**config.mk**
```make
export PLATFORM = sky130hd
export DESIGN_NAME = brf_ptr
export DESIGN_NICKNAME = d
export VERILOG_FILES = /design/src/design/brf_pkg.sv /design/src/design/brf_ptr.sv
export VERILOG_INCLUDE_DIRS = /design/src /design/src/design
export SDC_FILE = /design/constraint.sdc
export NUM_CORES = 1
export LEC_CHECK = 0
export ABC_AREA = 1
export ABC_CLOCK_PERIOD_IN_PS = 9200
export BUFFER_PORTS_ARGS = -buffer_cell sky130_fd_sc_hd__buf_4
export CAP_MARGIN = 20
export CORE_MARGIN = 3
export CORE_UTILIZATION = 55
export DETAILED_ROUTE_END_ITERATION = 8
export HOLD_SLACK_MARGIN = 0.15
export PLACE_DENSITY = 0.89
export SYNTH_ARGS = -nofsm -noshare
export SYNTH_HDL_FRONTEND = slang
export SYNTH_SLANG_ARGS = --single-unit
```
**constraint.sdc**
```tcl
create_clock -name clk -period 9.2 [get_ports clk]
set_input_delay 0.46 -clock clk [delete_from_list [all_inputs] [get_ports clk]]
set_output_delay 0.46 -clock clk [all_outputs]
set_load 0.02 [all_outputs]
```
**src/design/byte_ring_fifo_unit_assert.svh**
```systemverilog
// Assertion macros for the byte ring FIFO unit.
`ifndef BYTE_RING_FIFO_UNIT_ASSERT_SVH
`define BYTE_RING_FIFO_UNIT_ASSERT_SVH
`ifndef SYNTH
`define BRF_ASSERT_CR(lbl, clk_i, rst_ni, prop) \
  lbl: assert property (@(posedge clk_i) disable iff (!rst_ni) prop) \
    else $error("byte ring fifo assertion failed");
`define BRF_ASSERT(lbl, prop) \
  `BRF_ASSERT_CR(lbl, clk, rst_n, prop)
`else
`define BRF_ASSERT_CR(lbl, clk_i, rst_ni, prop)
`define BRF_ASSERT(lbl, prop)
`endif
`endif

```
**src/design/brf_pkg.sv**
```systemverilog
// Types, codes and constants shared by the byte ring FIFO modules.
package brf_pkg;

  localparam int unsigned DEPTH_DEFAULT = 1024;
  localparam int unsigned SIZE_W        = 11;
  localparam int unsigned LEN_W         = 10;
  localparam logic [SIZE_W-1:0] SIZE_RESET = 11'd1024;

  localparam logic [2:0] FUNC_WRITE   = 3'd0;
  localparam logic [2:0] FUNC_READ    = 3'd1;
  localparam logic [2:0] FUNC_PEEK    = 3'd2;
  localparam logic [2:0] FUNC_DISCARD = 3'd3;
  localparam logic [2:0] FUNC_CLEAR   = 3'd4;

  localparam logic [1:0] STATUS_OK    = 2'd0;
  localparam logic [1:0] STATUS_FULL  = 2'd1;
  localparam logic [1:0] STATUS_EMPTY = 2'd2;

  typedef struct packed {
    logic [2:0]       func;
    logic [7:0]       write_data;
    logic [LEN_W-1:0] drop_len;
    logic [LEN_W-1:0] peek_offset;
  } brf_req_t;

  typedef struct packed {
    logic [1:0]       status;
    logic [7:0]       read_data;
    logic [LEN_W-1:0] dropped;
    logic [LEN_W-1:0] fill_count;
    logic [LEN_W-1:0] free_space;
    logic             empty_flag;
    logic             full_flag;
  } brf_rsp_t;

  // per-request outcome handed from pointer logic to the output stage
  typedef struct packed {
    logic [1:0]       status;
    logic             rd_sel;
    logic [LEN_W-1:0] dropped;
  } brf_meta_t;

  // fill state after the last operation
  typedef struct packed {
    logic [LEN_W-1:0] fill_count;
    logic [LEN_W-1:0] free_space;
    logic             empty_flag;
    logic             full_flag;
  } brf_fill_t;

endpackage

```
**src/design/brf_ptr.sv**
```systemverilog
// Pointer, count and size state; decodes each request into store accesses.
`include "byte_ring_fifo_unit_assert.svh"
module brf_ptr #(
  parameter int unsigned DEPTH = brf_pkg::DEPTH_DEFAULT
) (
  input  logic                          clk,
  input  logic                          rst_n,
  input  logic                          cfg_we,
  input  logic [brf_pkg::SIZE_W-1:0]    cfg_wdata,
  input  logic                          req_acc,
  input  brf_pkg::brf_req_t             req,
  output brf_pkg::brf_meta_t            meta,
  output brf_pkg::brf_fill_t            fill,
  output logic                          mem_we,
  output logic [$clog2(DEPTH)-1:0]      mem_waddr,
  output logic [7:0]                    mem_wdata,
  output logic                          mem_re,
  output logic [$clog2(DEPTH)-1:0]      mem_raddr
);
  import brf_pkg::*;

  localparam int unsigned PW = $clog2(DEPTH);
  localparam int unsigned AW = (PW + 1 > SIZE_W) ? PW + 1 : SIZE_W;

  logic [SIZE_W-1:0] size_r;
  logic [PW-1:0]     wp_r, wp_nxt;
  logic [PW-1:0]     rp_r, rp_nxt;
  logic [PW-1:0]     cnt_r, cnt_nxt;

  logic [AW-1:0] size_w, eff_s, cap, cnt_w, wp_w, rp_w;
  logic [AW-1:0] wp_inc, wp_wrap, rp_inc, rp_wrap;
  logic [AW-1:0] dlen_w, drop_w, rp_sum, rp_disc, poff_w, pk_sum, pk_addr;
  logic [AW-1:0] free_w;
  logic          is_full, ring_empty;

  always_comb begin
    size_w = AW'(size_r);
    if (size_w < AW'(2)) begin
      eff_s = AW'(2);
    end else if (size_w > AW'(DEPTH)) begin
      eff_s = AW'(DEPTH);
    end else begin
      eff_s = size_w;
    end
  end

  assign cap        = eff_s - AW'(1);
  assign cnt_w      = AW'(cnt_r);
  assign wp_w       = AW'(wp_r);
  assign rp_w       = AW'(rp_r);
  assign is_full    = (cnt_w == cap);
  assign ring_empty = (cnt_r == '0);

  assign wp_inc  = wp_w + AW'(1);
  assign wp_wrap = (wp_inc == eff_s) ? '0 : wp_inc;
  assign rp_inc  = rp_w + AW'(1);
  assign rp_wrap = (rp_inc == eff_s) ? '0 : rp_inc;

  // discard length is cut to the count; sum stays below twice the size
  assign dlen_w  = AW'(req.drop_len);
  assign drop_w  = (dlen_w < cnt_w) ? dlen_w : cnt_w;
  assign rp_sum  = rp_w + drop_w;
  assign rp_disc = (rp_sum >= eff_s) ? rp_sum - eff_s : rp_sum;

  assign poff_w  = AW'(req.peek_offset);
  assign pk_sum  = rp_w + poff_w;
  assign pk_addr = (pk_sum >= eff_s) ? pk_sum - eff_s : pk_sum;

  always_comb begin
    wp_nxt      = wp_r;
    rp_nxt      = rp_r;
    cnt_nxt     = cnt_r;
    meta        = '0;
    mem_we      = 1'b0;
    mem_waddr   = wp_r;
    mem_wdata   = req.write_data;
    mem_re      = 1'b0;
    mem_raddr   = rp_r;
    unique case (req.func)
      FUNC_WRITE: begin
        if (is_full) begin
          meta.status = STATUS_FULL;
        end else begin
          mem_we  = req_acc;
          wp_nxt  = wp_wrap[PW-1:0];
          cnt_nxt = cnt_r + PW'(1);
        end
      end
      FUNC_READ: begin
        if (ring_empty) begin
          meta.status = STATUS_EMPTY;
        end else begin
          mem_re      = req_acc;
          meta.rd_sel = 1'b1;
          rp_nxt      = rp_wrap[PW-1:0];
          cnt_nxt     = cnt_r - PW'(1);
        end
      end
      FUNC_PEEK: begin
        if (poff_w >= cnt_w) begin
          meta.status = STATUS_EMPTY;
        end else begin
          mem_re      = req_acc;
          mem_raddr   = pk_addr[PW-1:0];
          meta.rd_sel = 1'b1;
        end
      end
      FUNC_DISCARD: begin
        meta.dropped = drop_w[LEN_W-1:0];
        rp_nxt       = rp_disc[PW-1:0];
        cnt_nxt      = cnt_r - drop_w[PW-1:0];
      end
      FUNC_CLEAR: begin
        wp_nxt  = '0;
        rp_nxt  = '0;
        cnt_nxt = '0;
      end
      default: begin
      end
    endcase
  end

  // a size write also empties the ring
  always_ff @(posedge clk) begin
    if (!rst_n) begin
      size_r <= SIZE_RESET;
      wp_r   <= '0;
      rp_r   <= '0;
      cnt_r  <= '0;
    end else if (cfg_we) begin
      size_r <= cfg_wdata;
      wp_r   <= '0;
      rp_r   <= '0;
      cnt_r  <= '0;
    end else if (req_acc) begin
      wp_r   <= wp_nxt;
      rp_r   <= rp_nxt;
      cnt_r  <= cnt_nxt;
    end
  end

  assign free_w          = cap - cnt_w;
  assign fill.fill_count = cnt_w[LEN_W-1:0];
  assign fill.free_space = free_w[LEN_W-1:0];
  assign fill.empty_flag = ring_empty;
  assign fill.full_flag  = is_full;

  `BRF_ASSERT(a_cnt_cap, cnt_w <= cap)
  `BRF_ASSERT(a_ptr_range, (wp_w < eff_s) && (rp_w < eff_s))
  `BRF_ASSERT(a_one_port, !(mem_we && mem_re))
  `BRF_ASSERT(a_write_cnt, req_acc && !cfg_we && mem_we |=> cnt_r == $past(cnt_r) + PW'(1))

endmodule

```
==> impl_metrics.py, run 1 <==
metrics = {
    "routing": {
        "via_per_inst": 5.77,
        "drc": 0,
        "drtIter0Drc": 737,
        "drtAntennaViolNets": 0,
        "dr.pass1.iters": 5,
        "routed_wl_um": 19900,
        "vias": 7275,
        "wire_per_inst_um": 15.8,
    },
    "critical_path": {
        "start_kind": "flip-flop",
        "reg2reg_to": "rp_r[1]",
        "rr_worst_depth": 27,
        "timing.rr.start": "cnt_r[9]",
        "crit_arrival_ns": 6.12,
        "r2r_setup_slack_ns": 3.29,
        "critical_path.endpoint": "rp_r[1]",
        "path_common_cell": "o21ai_0",
        "cp.required_ns": 9.40,
        "max_stage_delay_ns": 0.45,
        "path_class": "flip-flop to flip-flop",
        "path_max_fanout": 20,
        "worstSetupStartpoint": "cnt_r[9]",
        "cp_slowest_cell": "o21ai_0",
        "endpoint_kind": "flip-flop",
    },
    "sta": {
        "rsz0062_at_grt": "no",
        "tightestPinTransition_ns": 0.965,
        "layout_min_cycle_time_ns": 5.91,
        "hold_viol_final": 0,
        "slew_viol_final": 0,
        "fmax_mhz": 169,
        "slew_headroom_pct": 35.6,
        "fin_crit_sh_pct": 64.3,
        "fin_setup_tns_ns": 0,
        "clock_skew_ns": 0.00724,
        "setup_viol": 0,
    },
    "power_and_ir_drop": {
        "power_frac_clock_pct": 23.9,
        "vdd_drop_max_mv": 0.103,
        "seqPwrFrac_pct": 24.5,
        "power_switching_uw": 351,
        "power.internal_uw": 441,
        "power.density_nw_per_um2": 108,
        "pwr-share-comb_pct": 51.6,
        "swShare_pct": 44.3,
        "leakage_uw": 0.00373,
    },
    "clock_tree": {
        "clk_latency_ns": 0.30,
        "clk_pin_slew_ns": 0.07,
        "root_buffer": "clkbuf_16",
        "clock-sinks": 41,
        "cts_made_buffers": 5,
        "clk_path_buf_depth": 2,
        "htreeDepth": 2,
        "tritoncts": "built",
        "cts_setup_buffers": 0,
        "hold_buffers": 0,
        "cts_resized": 0,
    },
    "synth": {
        "syn_area_per_cell_um2": 6.18,
        "yosys_warnings": 0,
        "synthDistinctLibCells": 42,
        "syn_area_um2": 6470,
        "syn-instance-count": 1047,
        "synth_fp_nets": 1182,
        "synth_seq_cells": 41,
        "yosysSeqAreaShare_pct": 12.7,
    },
    "layout": {
        "nNetsFinal": 1255,
        "area_growth_pct": 13.6,
        "final_cells": 1261,
        "layout_commonest_cell": "nand2_1",
        "antenna_cells": 0,
        "drive_gt1_share_pct": 11.1,
        "final_cell_mix": "193 x nand2_1, 167 x inv_1, 120 x nor2_1",
    },
    "floorplanning": {
        "io_pins": 111,
        "die_area_um2": 13100,
        "rows": 38,
        "die_h_um": 114,
        "start_util_pct": 57.9,
        "die_x_um": 114,
        "core_um2": 11200,
    },
    "global_route": {
        "antenna_found_initial": 0,
        "gr-total-overflow": 0,
        "grt_max_degree": 26,
        "track_usage_pct": 30.1,
        "first_global_vias": 6742,
        "grt_pass1_wl_um": 32200,
    },
    "place": {
        "dp_hpwl_um": 15800,
        "place_congestion": 0.982,
        "numPortBuffers": 94,
        "dpl.cell_count": 1253,
    },
    "min_path": {
        "hp-class": "input port to flip-flop",
        "holdCritStartpoint": "cfg_wdata[6]",
    },
    "flow_run": {
        "maxCapViolations": 0,
    },
    "outcome": {
        "status": "completed",
    },
}
## cell usage after synthesis, drive strengths merged
cell type / n / area [um2]
nand2: 206 / 826
inv: 167 / 627
nor2: 125 / 497
a21oi: 91 / 455
ha: 83 / 1040
o21ai: 75 / 375
nand3: 71 / 360
xor2: 57 / 499
dfxtp: 41 / 821
xnor2: 17 / 149
buf: 15 / 110
clkbuf: 15 / 56.3
nand4: 14 / 87.6
nor3: 12 / 60.1
o211ai: 9 / 67.6
o21bai: 7 / 52.6
fa: 6 / 120
a21o: 5 / 37.5
o22ai: 5 / 31.3
nand3b: 4 / 30.0
nor4: 4 / 25.0
o31ai: 3 / 22.5
a211oi: 2 / 15.0
a221oi: 2 / 17.5
a31oi: 2 / 12.5
and2: 2 / 12.5
clkinv: 1 / 3.75
o2111ai: 1 / 8.76
o21a: 1 / 7.51
o221ai: 1 / 8.76
o41ai: 1 / 8.76
or2: 1 / 6.26
xnor3: 1 / 22.5
## critical path: cells and delay by family (launching register included)
kind,cells,cell delay [ns]
compound gates,11,2.10
xor+xnor,1,0.16
fa+ha+maj,4,1.28
buf+inv,5,0.59
flops,1,0.41
simple gates,6,1.27
## how the worst min path moves through the flow
stage / endpoint / slack (ns) / cells after the start
floorplan: size_r[0] / 0.45 / 2
global placement: size_r[0] / 0.49 / 2
detailed placement: size_r[0] / 0.49 / 2
CTS: size_r[5] / 0.38 / 3
global route: size_r[2] / 0.39 / 3
finish: size_r[6] / 0.38 / 3
## metrics by stage
| stage | worst slack [ns] | util, % | instance area, um2 | total power (uW) | hold slack, ns |
|---|---|---|---|---|---|
| after global routing | 2.57 | 65.8 | 7350 | 842 | 0.389 |
| after CTS | 3.40 | 65.8 | 7350 | 786 | 0.375 |
| after floorplan | 3.94 | - | 6470 | 485 | 0.449 |
| final | 3.29 | 65.8 | 7350 | 793 | 0.375 |
| after detailed placement | 3.40 | 64.5 | 7200 | 596 | 0.489 |
| after global placement | 3.65 | 64.5 | 7200 | 588 | 0.491 |
## layer usage
layer  track usage (%)  wire length (um)
met2              48.7              8870
met4              10.7               690
met5                 0                 0
met3              5.02              1860
met1              40.3              8500
## power groups by stage
stage / Sequential (uW) / Combinational, uW / Clock (uW)
3_3_place_gp: 198 / 390 / 0
4_1_cts: 194 / 402 / 190
5_1_grt: 195 / 450 / 197
2_1_floorplan: 197 / 288 / 0
3_5_place_dp: 198 / 398 / 0
6_report: 194 / 409 / 189
## registers in the layout, indices dropped and copies added, names as in the netlist
register   cells
rp_r          10
size_r        11
mem_waddr     10
cnt_r         10
## kinds of logic after synthesis
logic type	share of synthesized area, %
AND/OR/NAND/NOR	29.4
AO/OA/AOI/OAI	17.3
buffers and inverters	12.3
adder cells (fa/ha/maj)	17.9
XOR/XNOR	10.4
flip-flops	12.7
## cell type report
cell class / count / area, um2
Timing Repair Buffer: 96 / 721
Inverter: 168 / 631
Multi-Input combinational cell: 808 / 4850
Clock buffer: 5 / 125
Sequential cell: 41 / 821
Fill cell: 1004 / 3820
Tap cell: 140 / 175
Clock inverter: 3 / 25.0
(Power assumes the default switching activity.)
==> run 2, diff against run 1 <==
--- a/config.mk
+++ b/config.mk
@@ -7,14 +7,14 @@
 export NUM_CORES = 1
 export LEC_CHECK = 0
 export ABC_AREA = 1
-export ABC_CLOCK_PERIOD_IN_PS = 9200
+export ABC_CLOCK_PERIOD_IN_PS = 5100
 export BUFFER_PORTS_ARGS = -buffer_cell sky130_fd_sc_hd__buf_4
 export CAP_MARGIN = 20
 export CORE_MARGIN = 3
-export CORE_UTILIZATION = 55
+export CORE_UTILIZATION = 53
 export DETAILED_ROUTE_END_ITERATION = 8
 export HOLD_SLACK_MARGIN = 0.15
-export PLACE_DENSITY = 0.89
+export PLACE_DENSITY = 0.9
 export SYNTH_ARGS = -nofsm -noshare
 export SYNTH_HDL_FRONTEND = slang
 export SYNTH_SLANG_ARGS = --single-unit
==> constraint.sdc (replaced) <==
create_clock -name clk -period 5.1 [get_ports clk]
set_input_delay 0.255 -clock clk [delete_from_list [all_inputs] [get_ports clk]]
set_output_delay 0.255 -clock clk [all_outputs]
set_load 0.02 [all_outputs]
==> run 2 against run 1 <==
  * Sequential cell count did not move
  * First-iteration DRC count rose by 13%
  * Total power rose by 86%
  * Worst hold slack got worse by 0.20 ns
  * Highest routed layer unchanged
  * Via count rose by 3.0%
  * Cell area rose by 2.7%
  * Critical path depth rose by 2
  * Non-clock buffer count rose by 21
  * Largest cell class unchanged
  * Clock skew barely moved
  * Setup slack got worse by 2.9 ns
  * Utilization fell by 1.1 points
  * Maximum frequency rose by 26%
==> impl_metrics.py, run 2 (same netlist as run 1, synthesis figures left out) <==
metrics = {
    "routing": {
        "top_layer": "met4",
        "drc": 0,
        "wl_met1_um": 8540,
        "vias": 7493,
        "via_per_inst": 5.83,
        "dr_wl_met2_um": 9170,
        "routed_wl_um": 20600,
        "dr.pass1.iters": 6,
        "drtIter0Drc": 833,
        "wire_per_inst_um": 16.0,
        "drtAntennaViolNets": 0,
        "wl_met3_um": 2110,
    },
    "global_route": {
        "antenna_found_initial": 0,
        "grt_pass1_wl_um": 32500,
        "track_usage_pct": 29.9,
        "grt_max_degree": 26,
        "first_global_vias": 6688,
        "gr-total-overflow": 0,
    },
    "clock_tree": {
        "cts_resized": 1,
        "cts_setup_buffers": 0,
        "root_buffer": "clkbuf_16",
        "cts_made_buffers": 5,
        "clk_path_buf_depth": 2,
        "hold_buffers": 0,
        "clk_latency_ns": 0.30,
        "clk_pin_slew_ns": 0.07,
        "tritoncts": "built",
        "htreeDepth": 2,
        "clock-sinks": 41,
    },
    "place": {
        "numPortBuffers": 94,
        "placed_area_um2": 7360,
        "dp_hpwl_um": 16100,
        "dpl.cell_count": 1277,
        "place_congestion": 0.991,
    },
    "critical_path": {
        "path_class": "flip-flop to flip-flop",
        "cp.required_ns": 5.35,
        "crit_arrival_ns": 4.95,
        "endpoint_kind": "flip-flop",
        "cp_slowest_cell": "fa_1",
        "path_max_fanout": 18,
        "start_kind": "flip-flop",
        "path_buf_inv": 5,
        "worstSetupStartpoint": "cnt_r[8]",
        "max_stage_delay_ns": 0.42,
        "cpLargestDelayFamily": "compound AO/OA/AOI/OAI gates",
        "timing.rr.start": "cnt_r[8]",
    },
    "outcome": {
        "status": "completed",
    },
    "floorplanning": {
        "core_um2": 11700,
        "rows": 39,
        "die_x_um": 117,
        "start_util_pct": 55.5,
        "die_h_um": 117,
        "die_area_um2": 13600,
        "io_pins": 111,
    },
    "power_and_ir_drop": {
        "power.internal_uw": 815,
        "power.density_nw_per_um2": 195,
        "pwr-share-comb_pct": 52.2,
        "swShare_pct": 44.6,
        "power_switching_uw": 655,
        "seqPwrFrac_pct": 23.7,
        "leakage_uw": 0.00386,
        "power_frac_clock_pct": 24.1,
        "power.total_uw": 1470,
        "vdd_drop_max_mv": 0.194,
    },
    "layout": {
        "area_growth_pct": 16.6,
        "layout_commonest_cell": "nand2_1",
        "nNetsFinal": 1276,
        "largest_reg_flops": 11,
        "multi_input_area_um2": 4880,
        "regMostFlops": "size_r",
        "seqCellArea_um2": 822,
        "final_cells": 1285,
        "final_cell_mix": "193 x nand2_1, 167 x inv_1, 120 x nor2_1",
        "fin_area_um2": 7550,
        "drive_gt1_share_pct": 13.2,
        "n_fill_cell": 1041,
        "antenna_cells": 0,
    },
    "sta": {
        "setup_viol": 0,
        "clock_skew_ns": 0.00740,
        "fmax_mhz": 213,
        "slew_headroom_pct": 36.3,
        "slew_viol_final": 0,
        "fin_setup_tns_ns": 0,
        "layout_min_cycle_time_ns": 4.70,
        "fin_crit_sh_pct": 92.3,
        "hold_viol_final": 0,
        "tightestPinTransition_ns": 0.954,
    },
    "flow_run": {
        "maxCapViolations": 0,
    },
    "min_path": {
        "holdCritStartpoint": "cfg_wdata[10]",
        "hp-class": "input port to flip-flop",
    },
}
-- run 2: changes by cell type in the layout (fill, tap and decap cells not counted), moves of 2 or more --
cell     delta
buf_4      +21
o21ai_0     -5
o21ai_1     +3
o21ai_2     +2
-- run 2: layout make-up --
class,count,share of cell area (%)
Multi-Input combinational cell,808,64.7
Timing Repair Buffer,117,11.6
Sequential cell,41,10.9
Inverter,168,8.36
Tap cell,143,2.37
Clock buffer,5,1.66
Clock inverter,3,0.381
-- run 2: stage by stage --
stage	setup slack (ns)	hold WS [ns]	util, %
CTS	0.0404	0.176	64.5
global route	-0.0573	0.181	64.7
finish	0.395	0.171	64.7
detailed placement	-0.0978	0.475	63.1
global placement	0.256	0.466	63.1
floorplan	0.0746	0.374	-
-- run 2: final timing paths --
check	end	slack (ns)	cells after the start
worst min register to register	size_r[0]	0.48	2
worst max-delay path	rp_r[1]	0.40	29
worst min-delay path	size_r[10]	0.17	3
worst max register to register	rp_r[1]	0.40	29
-- run 2: power by group through the flow --
| stage | clock network (uW) | logic, uW | registers (uW) |
|---|---|---|---|
| 3_5_place_dp | 0 | 734 | 355 |
| 4_1_cts | 351 | 742 | 348 |
| 5_1_grt | 360 | 843 | 350 |
| 3_3_place_gp | 0 | 723 | 355 |
| 6_report | 355 | 767 | 348 |
| 2_1_floorplan | 0 | 520 | 356 |
-- run 2: metal layers --
metal  track usage, %  up-vias
li1                 -     3610
met5                0        -
met2             49.0      440
met3             4.46       76
met4             10.6        0
met1             39.9     3367
-- run 2: worst register-to-register path, delay by kind of cell (launching register included) --
kind / cells / cell delay [ns]
XOR/XNOR: 1 / 0.16
buffers and inverters: 5 / 0.39
AND/OR/NAND/NOR: 10 / 1.14
flip-flops: 1 / 0.40
adder cells (fa/ha/maj): 4 / 1.26
AO/OA/AOI/OAI: 9 / 1.34
